--- src/lvc_pkg.sv ---
// Shared types, constants and helper functions for the LRU key-value cache.
package lvc_pkg;

   localparam int ENTRIES = 16;
   localparam int KEY_BITS = 16;
   localparam int KEY_W = 16;
   localparam int VALUE_W = 32;
   localparam int CAP_W = 5;
   localparam int CNT_W = $clog2(ENTRIES + 1);
   localparam int CAP_RESET = (16 > ENTRIES) ? ENTRIES : 16;

   localparam logic REQ_GET = 1'b0;
   localparam logic REQ_PUT = 1'b1;

   typedef logic [KEY_BITS-1:0] key_type;
   typedef logic signed [VALUE_W-1:0] value_type;
   typedef logic [CNT_W-1:0] count_type;

   // Result of the parallel key search over the valid slots.
   typedef struct packed {
      logic hit;
      logic [ENTRIES-1:0] upto_hit;
      value_type hit_value;
   } lookup_type;

   // Reduce the key field to the bits that are stored and compared.
   function automatic key_type fold_key(input logic [KEY_W-1:0] k);
      key_type r;
      r = '0;
      for (int i = 0; i < KEY_BITS; i++) begin
         if (i < KEY_W) begin
            r[i] = k[i];
         end
      end
      return r;
   endfunction

   // Clamp a written capacity into the range 1 to ENTRIES.
   function automatic count_type sat_capacity(input logic [CAP_W-1:0] w);
      count_type r;
      if (w == '0) begin
         r = count_type'(1);
      end else if (int'(w) > ENTRIES) begin
         r = count_type'(ENTRIES);
      end else begin
         r = count_type'(w);
      end
      return r;
   endfunction

endpackage

--- src/lvc_req_if.sv ---
// Request channel: valid/ready handshake carrying one get or put beat.
interface lvc_req_if import lvc_pkg::*; ();
   logic valid;
   logic ready;
   logic req_type;
   logic [KEY_W-1:0] key;
   logic signed [VALUE_W-1:0] value;

   modport source (output valid, req_type, key, value, input ready);
   modport sink (input valid, req_type, key, value, output ready);
   modport monitor (input valid, ready, req_type, key, value);
endinterface

--- src/lvc_rsp_if.sv ---
// Response channel: valid/ready handshake carrying one lookup result beat.
interface lvc_rsp_if import lvc_pkg::*; ();
   logic valid;
   logic ready;
   logic found;
   logic signed [VALUE_W-1:0] read_value;

   modport source (output valid, found, read_value, input ready);
   modport sink (input valid, found, read_value, output ready);
   modport monitor (input valid, ready, found, read_value);
endinterface

--- src/lvc_lookup.sv ---
// Parallel key compare across the valid slots with first-hit selection.
module lvc_lookup import lvc_pkg::*; (
   input  key_type    key,
   input  key_type    slot_keys [ENTRIES],
   input  value_type  slot_values [ENTRIES],
   input  count_type  count,
   output lookup_type result
);

   logic [ENTRIES-1:0] match;
   logic [ENTRIES-1:0] first;
   logic               taken;
   logic               above;

   always_comb begin
      for (int i = 0; i < ENTRIES; i++) begin
         match[i] = (count_type'(i) < count) && (slot_keys[i] == key);
      end
   end

   // Keep only the lowest matching slot, the most recent copy.
   always_comb begin
      taken = 1'b0;
      for (int i = 0; i < ENTRIES; i++) begin
         first[i] = match[i] && !taken;
         taken = taken || match[i];
      end
   end

   always_comb begin
      result.hit = |match;
      result.hit_value = '0;
      for (int i = 0; i < ENTRIES; i++) begin
         if (first[i]) begin
            result.hit_value = slot_values[i];
         end
      end
      // Slot i lies at or above the hit slot when the hit is at i or deeper.
      above = 1'b0;
      for (int i = ENTRIES - 1; i >= 0; i--) begin
         above = above || first[i];
         result.upto_hit[i] = above;
      end
   end

endmodule

--- src/lvc_store.sv ---
// Recency-ordered slot registers and occupancy count, updated once per beat.
module lvc_store import lvc_pkg::*; (
   input  logic       clock,
   input  logic       reset,
   input  logic       upd,
   input  logic       req_type,
   input  key_type    key,
   input  value_type  value,
   input  lookup_type lk,
   input  count_type  cap,
   output key_type    slot_keys [ENTRIES],
   output value_type  slot_values [ENTRIES],
   output count_type  count
);

   key_type   keys_ff [ENTRIES];
   value_type values_ff [ENTRIES];
   count_type count_ff;
   count_type count_in;
   logic      is_put;
   logic      shift_all;

   assign is_put = (req_type == REQ_PUT);
   assign shift_all = is_put && !lk.hit;

   // A put that hits keeps occupancy (clipped to capacity); a put that misses
   // drops to capacity-1 if needed and then adds one entry.
   always_comb begin
      count_in = count_ff;
      if (is_put) begin
         if (lk.hit) begin
            count_in = (count_ff >= cap) ? cap : count_ff;
         end else begin
            count_in = ((count_ff >= cap) ? (cap - count_type'(1)) : count_ff)
                       + count_type'(1);
         end
      end
   end

   always_ff @(posedge clock) begin
      if (reset) begin
         count_ff <= '0;
      end else if (upd) begin
         count_ff <= count_in;
      end
   end

   always_ff @(posedge clock) begin
      if (upd && (is_put || lk.hit)) begin
         keys_ff[0] <= key;
         values_ff[0] <= is_put ? value : lk.hit_value;
      end
      for (int i = 1; i < ENTRIES; i++) begin
         if (upd && (shift_all || lk.upto_hit[i])) begin
            keys_ff[i] <= keys_ff[i-1];
            values_ff[i] <= values_ff[i-1];
         end
      end
   end

   assign slot_keys = keys_ff;
   assign slot_values = values_ff;
   assign count = count_ff;

endmodule

--- src/lru_key_value_cache.sv ---
// Top level of the fully associative key-value cache with LRU replacement.
//
// Usage: requests enter on req_ch, one get or put per beat with a key and a
// value. Every request produces exactly one response beat on rsp_ch, in
// request order: found tells whether the key was held before the request,
// and read_value carries the stored value on a get hit and zero otherwise.
// The csr_we/csr_wdata port writes the capacity register; zero counts as
// one and values above the slot count saturate. Write it only while idle.
//
// Flow: a request beat accepted into the request register is looked up there,
// and the store is updated as its response is loaded into the response register.
// Throughput: one request per cycle while rsp_ch is not stalled, because the
// whole key search and the one-step recency shift fit between the request
// register and the response register, and the store is updated in the same cycle.
//
// Reset clears the occupancy count, both channel registers and restores the
// capacity to its default. When the receiver stalls rsp_ch, the response
// register holds its beat and one more request may wait in the request
// register; after that req_ch.ready drops until the response is taken.
module lru_key_value_cache import lvc_pkg::*; (
   input  logic             clock,
   input  logic             reset,
   lvc_req_if.sink          req_ch,
   lvc_rsp_if.source        rsp_ch,
   input  logic             csr_we,
   input  logic [CAP_W-1:0] csr_wdata
);

   // Request register.
   logic      in_valid_ff;
   logic      in_type_ff;
   key_type   in_key_ff;
   value_type in_value_ff;

   // Response register.
   logic      out_valid_ff;
   logic      out_found_ff;
   value_type out_value_ff;

   // Effective capacity, already clamped into 1..ENTRIES.
   count_type cap_ff;

   logic       out_free;
   logic       fire;
   key_type    slot_keys [ENTRIES];
   value_type  slot_values [ENTRIES];
   count_type  count;
   lookup_type lk;

   // The response register frees up when it is empty or its beat is taken;
   // the request held in front of it is then processed in this cycle.
   assign out_free = !out_valid_ff || rsp_ch.ready;
   assign fire = in_valid_ff && out_free;
   assign req_ch.ready = !in_valid_ff || fire;

   always_ff @(posedge clock) begin
      if (reset) begin
         cap_ff <= count_type'(CAP_RESET);
      end else if (csr_we) begin
         cap_ff <= sat_capacity(csr_wdata);
      end
   end

   always_ff @(posedge clock) begin
      if (reset) begin
         in_valid_ff <= 1'b0;
      end else if (req_ch.ready) begin
         in_valid_ff <= req_ch.valid;
      end
   end

   always_ff @(posedge clock) begin
      if (req_ch.valid && req_ch.ready) begin
         in_type_ff <= req_ch.req_type;
         in_key_ff <= fold_key(req_ch.key);
         in_value_ff <= req_ch.value;
      end
   end

   lvc_lookup u_lookup (
      .key         (in_key_ff),
      .slot_keys   (slot_keys),
      .slot_values (slot_values),
      .count       (count),
      .result      (lk)
   );

   lvc_store u_store (
      .clock       (clock),
      .reset       (reset),
      .upd         (fire),
      .req_type    (in_type_ff),
      .key         (in_key_ff),
      .value       (in_value_ff),
      .lk          (lk),
      .cap         (cap_ff),
      .slot_keys   (slot_keys),
      .slot_values (slot_values),
      .count       (count)
   );

   always_ff @(posedge clock) begin
      if (reset) begin
         out_valid_ff <= 1'b0;
      end else if (out_free) begin
         out_valid_ff <= in_valid_ff;
      end
   end

   // A put reports whether the key existed but never returns a value.
   always_ff @(posedge clock) begin
      if (fire) begin
         out_found_ff <= lk.hit;
         out_value_ff <= (in_type_ff == REQ_GET && lk.hit) ? lk.hit_value : '0;
      end
   end

   assign rsp_ch.valid = out_valid_ff;
   assign rsp_ch.found = out_found_ff;
   assign rsp_ch.read_value = out_value_ff;

endmodule

--- src/flat_wrapper.sv ---
// flat-port wrapper written by rule: the top's interface ports become plain ports
module lru_key_value_cache_flat import lvc_pkg::*;
  (clock, reset, csr_we, csr_wdata, req_ch_valid, req_ch_req_type, req_ch_key, req_ch_value, req_ch_ready, rsp_ch_valid, rsp_ch_found, rsp_ch_read_value, rsp_ch_ready);
  lvc_req_if req_ch_i ();
  lvc_rsp_if rsp_ch_i ();
  input  logic clock;
  input  logic reset;
  input  logic csr_we;
  input  logic [CAP_W-1:0] csr_wdata;
  input wire logic [$bits(req_ch_i.valid)-1:0] req_ch_valid;
  input wire logic [$bits(req_ch_i.req_type)-1:0] req_ch_req_type;
  input wire logic [$bits(req_ch_i.key)-1:0] req_ch_key;
  input wire logic [$bits(req_ch_i.value)-1:0] req_ch_value;
  output wire logic [$bits(req_ch_i.ready)-1:0] req_ch_ready;
  output wire logic [$bits(rsp_ch_i.valid)-1:0] rsp_ch_valid;
  output wire logic [$bits(rsp_ch_i.found)-1:0] rsp_ch_found;
  output wire logic [$bits(rsp_ch_i.read_value)-1:0] rsp_ch_read_value;
  input wire logic [$bits(rsp_ch_i.ready)-1:0] rsp_ch_ready;
  assign req_ch_i.valid = req_ch_valid;
  assign req_ch_i.req_type = req_ch_req_type;
  assign req_ch_i.key = req_ch_key;
  assign req_ch_i.value = req_ch_value;
  assign req_ch_ready = req_ch_i.ready;
  assign rsp_ch_valid = rsp_ch_i.valid;
  assign rsp_ch_found = rsp_ch_i.found;
  assign rsp_ch_read_value = rsp_ch_i.read_value;
  assign rsp_ch_i.ready = rsp_ch_ready;
  lru_key_value_cache u_core (.clock(clock), .reset(reset), .req_ch(req_ch_i), .rsp_ch(rsp_ch_i), .csr_we(csr_we), .csr_wdata(csr_wdata));
endmodule
--- config.mk ---
export PLATFORM = sky130hd
export DESIGN_NAME = lru_key_value_cache_flat
export DESIGN_NICKNAME = d
export VERILOG_FILES = /design/src/lvc_pkg.sv /design/src/lvc_req_if.sv /design/src/lvc_rsp_if.sv /design/src/lvc_lookup.sv /design/src/lvc_store.sv /design/src/lru_key_value_cache.sv /design/src/flat_wrapper.sv
export SDC_FILE = /design/constraint.sdc
export NUM_CORES = 1
export LEC_CHECK = 0
export ABC_AREA = 1
export BUFFER_PORTS_ARGS = -buffer_cell sky130_fd_sc_hd__buf_4
export CAP_MARGIN = 15
export CELL_PAD_IN_SITES_DETAIL_PLACEMENT = 0
export CELL_PAD_IN_SITES_GLOBAL_PLACEMENT = 1
export CORE_ASPECT_RATIO = 0.75
export CORE_MARGIN = 10
export CORE_UTILIZATION = 45
export CTS_BUF_LIST = sky130_fd_sc_hd__clkbuf_16
export DETAILED_ROUTE_END_ITERATION = 16
export PLACE_DENSITY = 0.8
export SYNTH_ARGS = -nofsm -noshare
export SYNTH_HDL_FRONTEND = slang
export SYNTH_SLANG_ARGS = --single-unit
--- constraint.sdc ---
create_clock -name clock -period 4.9 [get_ports clock]
set_clock_uncertainty 0.05 [all_clocks]
set_input_delay 1.47 -clock clock [delete_from_list [all_inputs] [get_ports clock]]
set_output_delay 1.47 -clock clock [all_outputs]
set_load 0.05 [all_outputs]
[Word level (Yosys, flattened, before mapping)]
Cells that the tools add are included.
Word-level totals
  register bits: 862
  input bits: 59
  output and inout port bits: 35
  word-level logic and storage cells: 219
Cells by class
  add/subtract/negate cells: 2
  order comparisons: 18
  equal/unequal tests: 17
  muxes and demuxes: 22
  bitwise operators: 1
  reduce and logical (&&, ||, !) cells: 118
Operator list (number)
  32-bit two-way mux: 17
  16-bit equality test: 16
  1-bit logical AND: 51
  1-bit logical OR: 46
  4-bit by 5-bit less-than comparator with 1-bit output, first input constant: 8
  5-bit two-way mux: 5
  3-bit by 5-bit less-than comparator with 1-bit output, first input constant: 4
  1-bit zero test: 18
  16-bit OR reduction: 1
  1-bit by 5-bit less-than comparator with 1-bit output, first input constant: 2
  2-bit by 5-bit less-than comparator with 1-bit output, first input constant: 2
  5-bit by 1-bit adder with 5-bit output, second input constant: 1
  5-bit >= comparator: 1
  5-bit greater-than comparator, second input constant: 1
  5-bit zero test: 1
  5-bit by 1-bit subtractor with 5-bit output, second input constant: 1
  3-bit AND reduction: 1
  2-bit != test, second input constant: 1
  1-bit NOT: 1

[Logic depth before layout (Yosys ltp)]
  depth after elaboration: 34
  mapped depth: 34

[By module]
From an unflattened synthesis, not the netlist that was laid out.
Second synthesis, totals
  cell total of the unflattened synthesis: 2968
  area total of the unflattened synthesis: 35969.5 µm²
By module, submodules not included
  lvc_store: times used 1, cells an instance 1006, area an instance 24267.0 µm², sequential area each 23162.2 µm²
  lvc_lookup: times used 1, cells an instance 1774, area an instance 8700.8 µm², sequential area each 0.0 µm²
  lru_key_value_cache: times used 1, cells an instance 188, area an instance 3001.6 µm², sequential area each 2602.5 µm²

[Worst setup path before layout]
No wires, ideal clock.
  path kind: register to register
  start: reg u_core.in_key_ff[1]
  end: reg u_core.u_store.keys_ff (netlist bit u_core.u_store.slot_keys[128]), enable pin
  setup time: 0.482 ns
  arrival: 4.734 ns
  path slack: -0.366 ns
  stages on the path, launching flop included: 20
  path buffers: 2
  cells stage by stage: edfxtp_1 -> inv_2 -> buf_4 -> nand2_1 -> nand2_1 -> nor2_1 -> nand2_1 -> nor2_1 -> nand3_1 -> nand2_1 -> nor2_2 -> nand2_2 -> nor2_4 -> nand2_2 -> nor2_4 -> nand2_2 -> inv_2 -> clkbuf_1 -> nor3_1 -> a31oi_1
Between the ends
  longest elaborated chain between the ends: 28
  elaborated cells between the ends (all ways): 77
  classes of those cells: eq/ne: 16; reduce/logical: 61
Ends and longest elaborated chain
  from (decl): RTL line lru_key_value_cache.sv:32  | key_type in_key_ff;
  from (signal assigned): RTL line lru_key_value_cache.sv:75  | in_key_ff <= fold_key(req_ch.key);
  16-bit equality test: RTL line lvc_lookup.sv:17  | match[i] = (count_type'(i) < count) && (slot_keys[i] == key);
  1-bit logical AND: RTL line lvc_lookup.sv:17
  1-bit logical OR (14 in a row): RTL line lvc_lookup.sv:26  | taken = taken || match[i];
  1-bit zero test: RTL line lvc_lookup.sv:25  | first[i] = match[i] && !taken;
  1-bit logical AND: RTL line lvc_lookup.sv:25
  1-bit logical OR (8 in a row): RTL line lvc_lookup.sv:41  | above = above || first[i];
  1-bit logical OR (*): RTL line lvc_store.sv:54  | if (upd && (shift_all || lk.upto_hit[i])) begin
  1-bit logical AND (*): RTL line lvc_store.sv:54
  to (signal, indexed assignment): RTL line lvc_store.sv:55  | keys_ff[i] <= keys_ff[i-1];
  to (decl): RTL line lvc_store.sv:16  | key_type keys_ff [ENTRIES];
Mark *: on every way between the ends. The rest lies on a longest branch, timed or not.
A chain may end at the register's enable or synchronous reset.

[Worst setup path after layout]
  start: reg u_core.u_store.count_ff[1], in the netlist u_core.u_store.count[1]
  end: reg u_core.u_store.values_ff (netlist bit u_core.u_store.slot_values[504]), data pin
Between the ends
  longest elaborated chain between the ends: 20
  elaborated cells between the ends (all ways): 93
  classes of those cells: order compare: 16; mux: 17; reduce/logical: 60
Ends and longest elaborated chain
  from (decl): RTL line lvc_store.sv:18  | count_type count_ff;
  from (signal assigned): RTL line lvc_store.sv:44  | count_ff <= count_in;
  1-bit by 5-bit less-than comparator with 1-bit output: RTL line lvc_lookup.sv:17
  1-bit logical AND: RTL line lvc_lookup.sv:17
  1-bit zero test / 1-bit logical OR (equally long branches): RTL line lvc_lookup.sv:25, lvc_lookup.sv:26
  1-bit logical AND (tied with other cells): RTL line lvc_lookup.sv:25
  32-bit two-way mux (tied with other cells) (13 in a row): RTL line lvc_lookup.sv:34  | if (first[i]) begin
  32-bit two-way mux / 1-bit logical AND (equally long branches): RTL line lvc_lookup.sv:34, lvc_lookup.sv:25
  32-bit two-way mux (*): RTL line lvc_lookup.sv:34
  32-bit two-way mux (*): RTL line lvc_store.sv:51  | values_ff[0] <= is_put ? value : lk.hit_value;
  to (signal, indexed assignment): RTL line lvc_store.sv:56  | values_ff[i] <= values_ff[i-1];
  to (decl): RTL line lvc_store.sv:17  | value_type values_ff [ENTRIES];
Marks and branches as above.

==> out/qor.yml <==
status: "complete, no violations"
wl_mm: 124
yosysTopAreaCell: "edfxtp_1"
cp_slowest_stage_delay_ns: 0.56
crit_slowest_cell: "dfxtp_1"
whs_ns: 0.377
start_util_pct: 45.5
grt_max_degree: 66
reg2reg_to: "u_core.u_store.slot_values[504]"
p_leak_nw: 18.1
nFillCells: 8070
dr.first_iter.drc_count: 4304
ys_warn_count: 0
rows: 95
max_slew_margin_pct: 26.4
ys_seq_elements: 862
period_share_pct: 95.0
cts_tree: "built"
r2r_cells: 21
cap_violations: 0
num_vias: 30135
dp.cells: 5272
design_area_um2: 46700
ctsLongestPathBuffers: 3
dieArea_um2: 104000
finalCriticalPeriod_ns: 4.66
rsz0062_at_grt: "no"
p_int_mw: 12.4
multiInputGateArea_um2: 12800
synth_common_cells: "edfxtp_1 (850), nand2_1 (796), inv_1 (436)"
hold_start: "u_core.u_store.slot_values[393]"
critPathRequiredTime_ns: 5.25
synth_area_per_cell_um2: 10.2
die_w_um: 368
io_pins: 94
place_ws_ns: -0.0328
antenna_found_initial: 0
worst-endpoint-arrival_ns: 5.01
hold_class: "register to register"
whs_path_depth: 0
cp_max_fo: 22
drive_gt1_share_pct: 12.3
worstSetupPathType: "register to register"
p_total_mw: 16.2
crit_chain: "buf_4 -> nand2_1 -> nand2_1 -> inv_1 -> nor2_1 -> inv_1 -> nor4_4 -> buf_4 -> nand3b_4 -> inv_1 -> nand2_1 -> buf_4 -> nor2_1 -> nor2_1 -> nand3_1 -> nor2_1 -> nand3_1 -> nor2_1 -> nand3_1 -> nand2_1 -> nand2_1"
vdd_ir_drop_max_uv: 245
switching_power_mw: 3.73
cts-buffers-inserted: 88
setup_viol: 0
clk_pin_slew_ns: 0.07
core_area_um2: 89900
p_clk_share_pct: 42.2
synth_ff_type: "edfxtp_1"
grt_pass1_wl_mm: 185
synth.area.top_cells: "edfxtp_1 (62%), nand2_1 (7.3%), inv_1 (4.0%)"
grt_pass1_vias: 28238
start_kind: "register"
seq_area_um2: 25800
instances_no_fill: 5434
end_kind: "register"
layout.nets: 4219
r2r_slack_ns: 0.24
combPwrFrac_pct: 5.4
insertion_delay_ns: 0.69
finalHoldViolations: 0
cts_root_buf: "clkbuf_16"
yosysSeqAreaShare_pct: 63.0
firstDrtPassIters: 5
p_per_area_nw_per_um2: 346
grt_overflow: 0
place_congestion: 0.960
synth_fp_nets: 4072
seqPwrFrac_pct: 52.4
swShare_pct: 23.1
synth_most_common_cell: "edfxtp_1"
syn_area_um2: 40900
drc: 0
areaGrowthSynthToFinish_pct: 14.2
setup_ws_ns: 0.243
viasPerCell: 5.55
synth-edff-count: 850
antenna_left: 0
io_buffer_count: 93
clock_sinks: 862
synth.distinct_cells: 56
yosysTopAreaCellShare_pct: 62.4
dpl.hpwl_mm: 93.6
synthArstFlopShare_pct: 0
drv_slew: 0
h-tree-depth: 3
worst_pin_slew_ns: 1.10
grt_use_total_pct: 23.5
dpl_cell_area_um2: 43800
die_y_um: 281
hold_end: "u_core.u_store.slot_values[361]"
reg2reg_from: "u_core.u_store.count[1]"
max_freq_ghz: 0.215
wire_per_inst_um: 22.9
synthCells: 4006
==> worst max-delay path, delay by kind of cell (launching register included) <==
kind / cells / cell delay, ns
AND/OR/NAND/NOR: 15 / 2.65
buffers and inverters: 6 / 1.08
flip-flops: 1 / 0.56
==> power groups by stage <==
stage          sequential (mW)  clock [mW]  combinational [mW]
2_1_floorplan             8.61           0               0.477
3_3_place_gp              8.61           0               0.868
3_5_place_dp              8.62           0               0.865
4_1_cts                   8.47        6.91               0.868
5_1_grt                   8.49        7.19               0.950
6_report                  8.47        6.81               0.875
==> layout by cell type (no fill, tap or decap), types with 11 or more instances in the layout <==
master,n
edfxtp_1,850
nand2_1,789
inv_1,448
nor2_1,347
nand3_1,232
buf_4,224
o21ai_0,199
nand4_1,195
a21oi_1,128
clkbuf_16,89
xor2_1,85
or2_2,70
nor3_1,65
nor4_1,55
o211ai_1,52
o21ai_1,50
xnor2_1,46
o22ai_1,24
inv_2,21
clkinv_1,20
o221ai_1,19
buf_12,19
clkinv_2,18
nand2_2,15
nand3b_1,14
nor2_4,14
nor3b_1,12
dfxtp_1,12
o21bai_1,11
==> worst max-delay path by stage <==
stage | startpoint | endpoint | slack [ns] | cells after the start
floorplan | u_core.in_key_ff[3] | u_core.u_store.slot_keys[144] | 0.002 | 21
global placement | u_core.in_key_ff[7] | u_core.u_store.slot_values[488] | -0.02 | 23
detailed placement | u_core.in_key_ff[7] | u_core.u_store.slot_values[488] | -0.03 | 23
CTS | u_core.in_key_ff[7] | u_core.u_store.slot_values[488] | 0.09 | 23
global route | u_core.in_key_ff[2] | u_core.rsp_ch.read_value[11] | 0.005 | 23
finish | u_core.u_store.count[1] | u_core.u_store.slot_values[504] | 0.24 | 21
==> registers in the layout (all words and copies together), names as in the netlist <==
register / count
u_core.rsp_ch.found: 1
u_core.rsp_ch.valid: 1
u_core.u_store.slot_keys: 256
u_core.u_store.count: 5
u_core.cap_ff: 5
u_core.u_store.slot_values: 512
u_core.in_value_ff: 32
u_core.in_type_ff: 1
u_core.in_key_ff: 16
u_core.in_valid_ff: 1
u_core.rsp_ch.read_value: 32
==> routing by layer <==
metal / wire length, µm / up-vias / global-route usage, %
met5: 0 / - / 0
met4: 2310 / 0 / 4.52
met3: 15100 / 174 / 6.51
met2: 45100 / 1518 / 29.0
met1: 61900 / 14239 / 39.2
li1: - / 14204 / -
==> through the flow <==
stage	setup TNS (ns)	util, %
final	0	52.0
after global routing	0	52.0
after CTS	0	51.9
after detailed placement	-0.0328	48.7
after global placement	-0.0216	48.7
after floorplan	0	-
==> cell families after synthesis <==
| family | Yosys count | share of synthesized area [%] |
|---|---|---|
| compound gates | 508 | 6.98 |
| xor+xnor | 132 | 2.82 |
| fa+ha+maj | 7 | 0.214 |
| buf+inv | 644 | 6.30 |
| flops | 862 | 63.0 |
| simple gates | 1853 | 20.7 |
==> what timing repair did <==
item	CTS	global route
buffers inserted	0	2
pin swaps	0	1
setup endpoints to repair	2	20
hold buffers	0	0
gates resized for setup	1	7
==> layout make-up <==
| class | instances | area share (%) |
|---|---|---|
| Sequential cell | 862 | 55.1 |
| Clock inverter | 68 | 1.41 |
| Clock buffer | 89 | 4.77 |
| Tap cell | 1212 | 3.25 |
| Inverter | 458 | 3.69 |
| Antenna cell | 2 | 0.0107 |
| Multi-Input combinational cell | 2500 | 27.3 |
| Timing Repair Buffer | 243 | 4.41 |
Note: power is estimated with default switching activity, not from simulation.
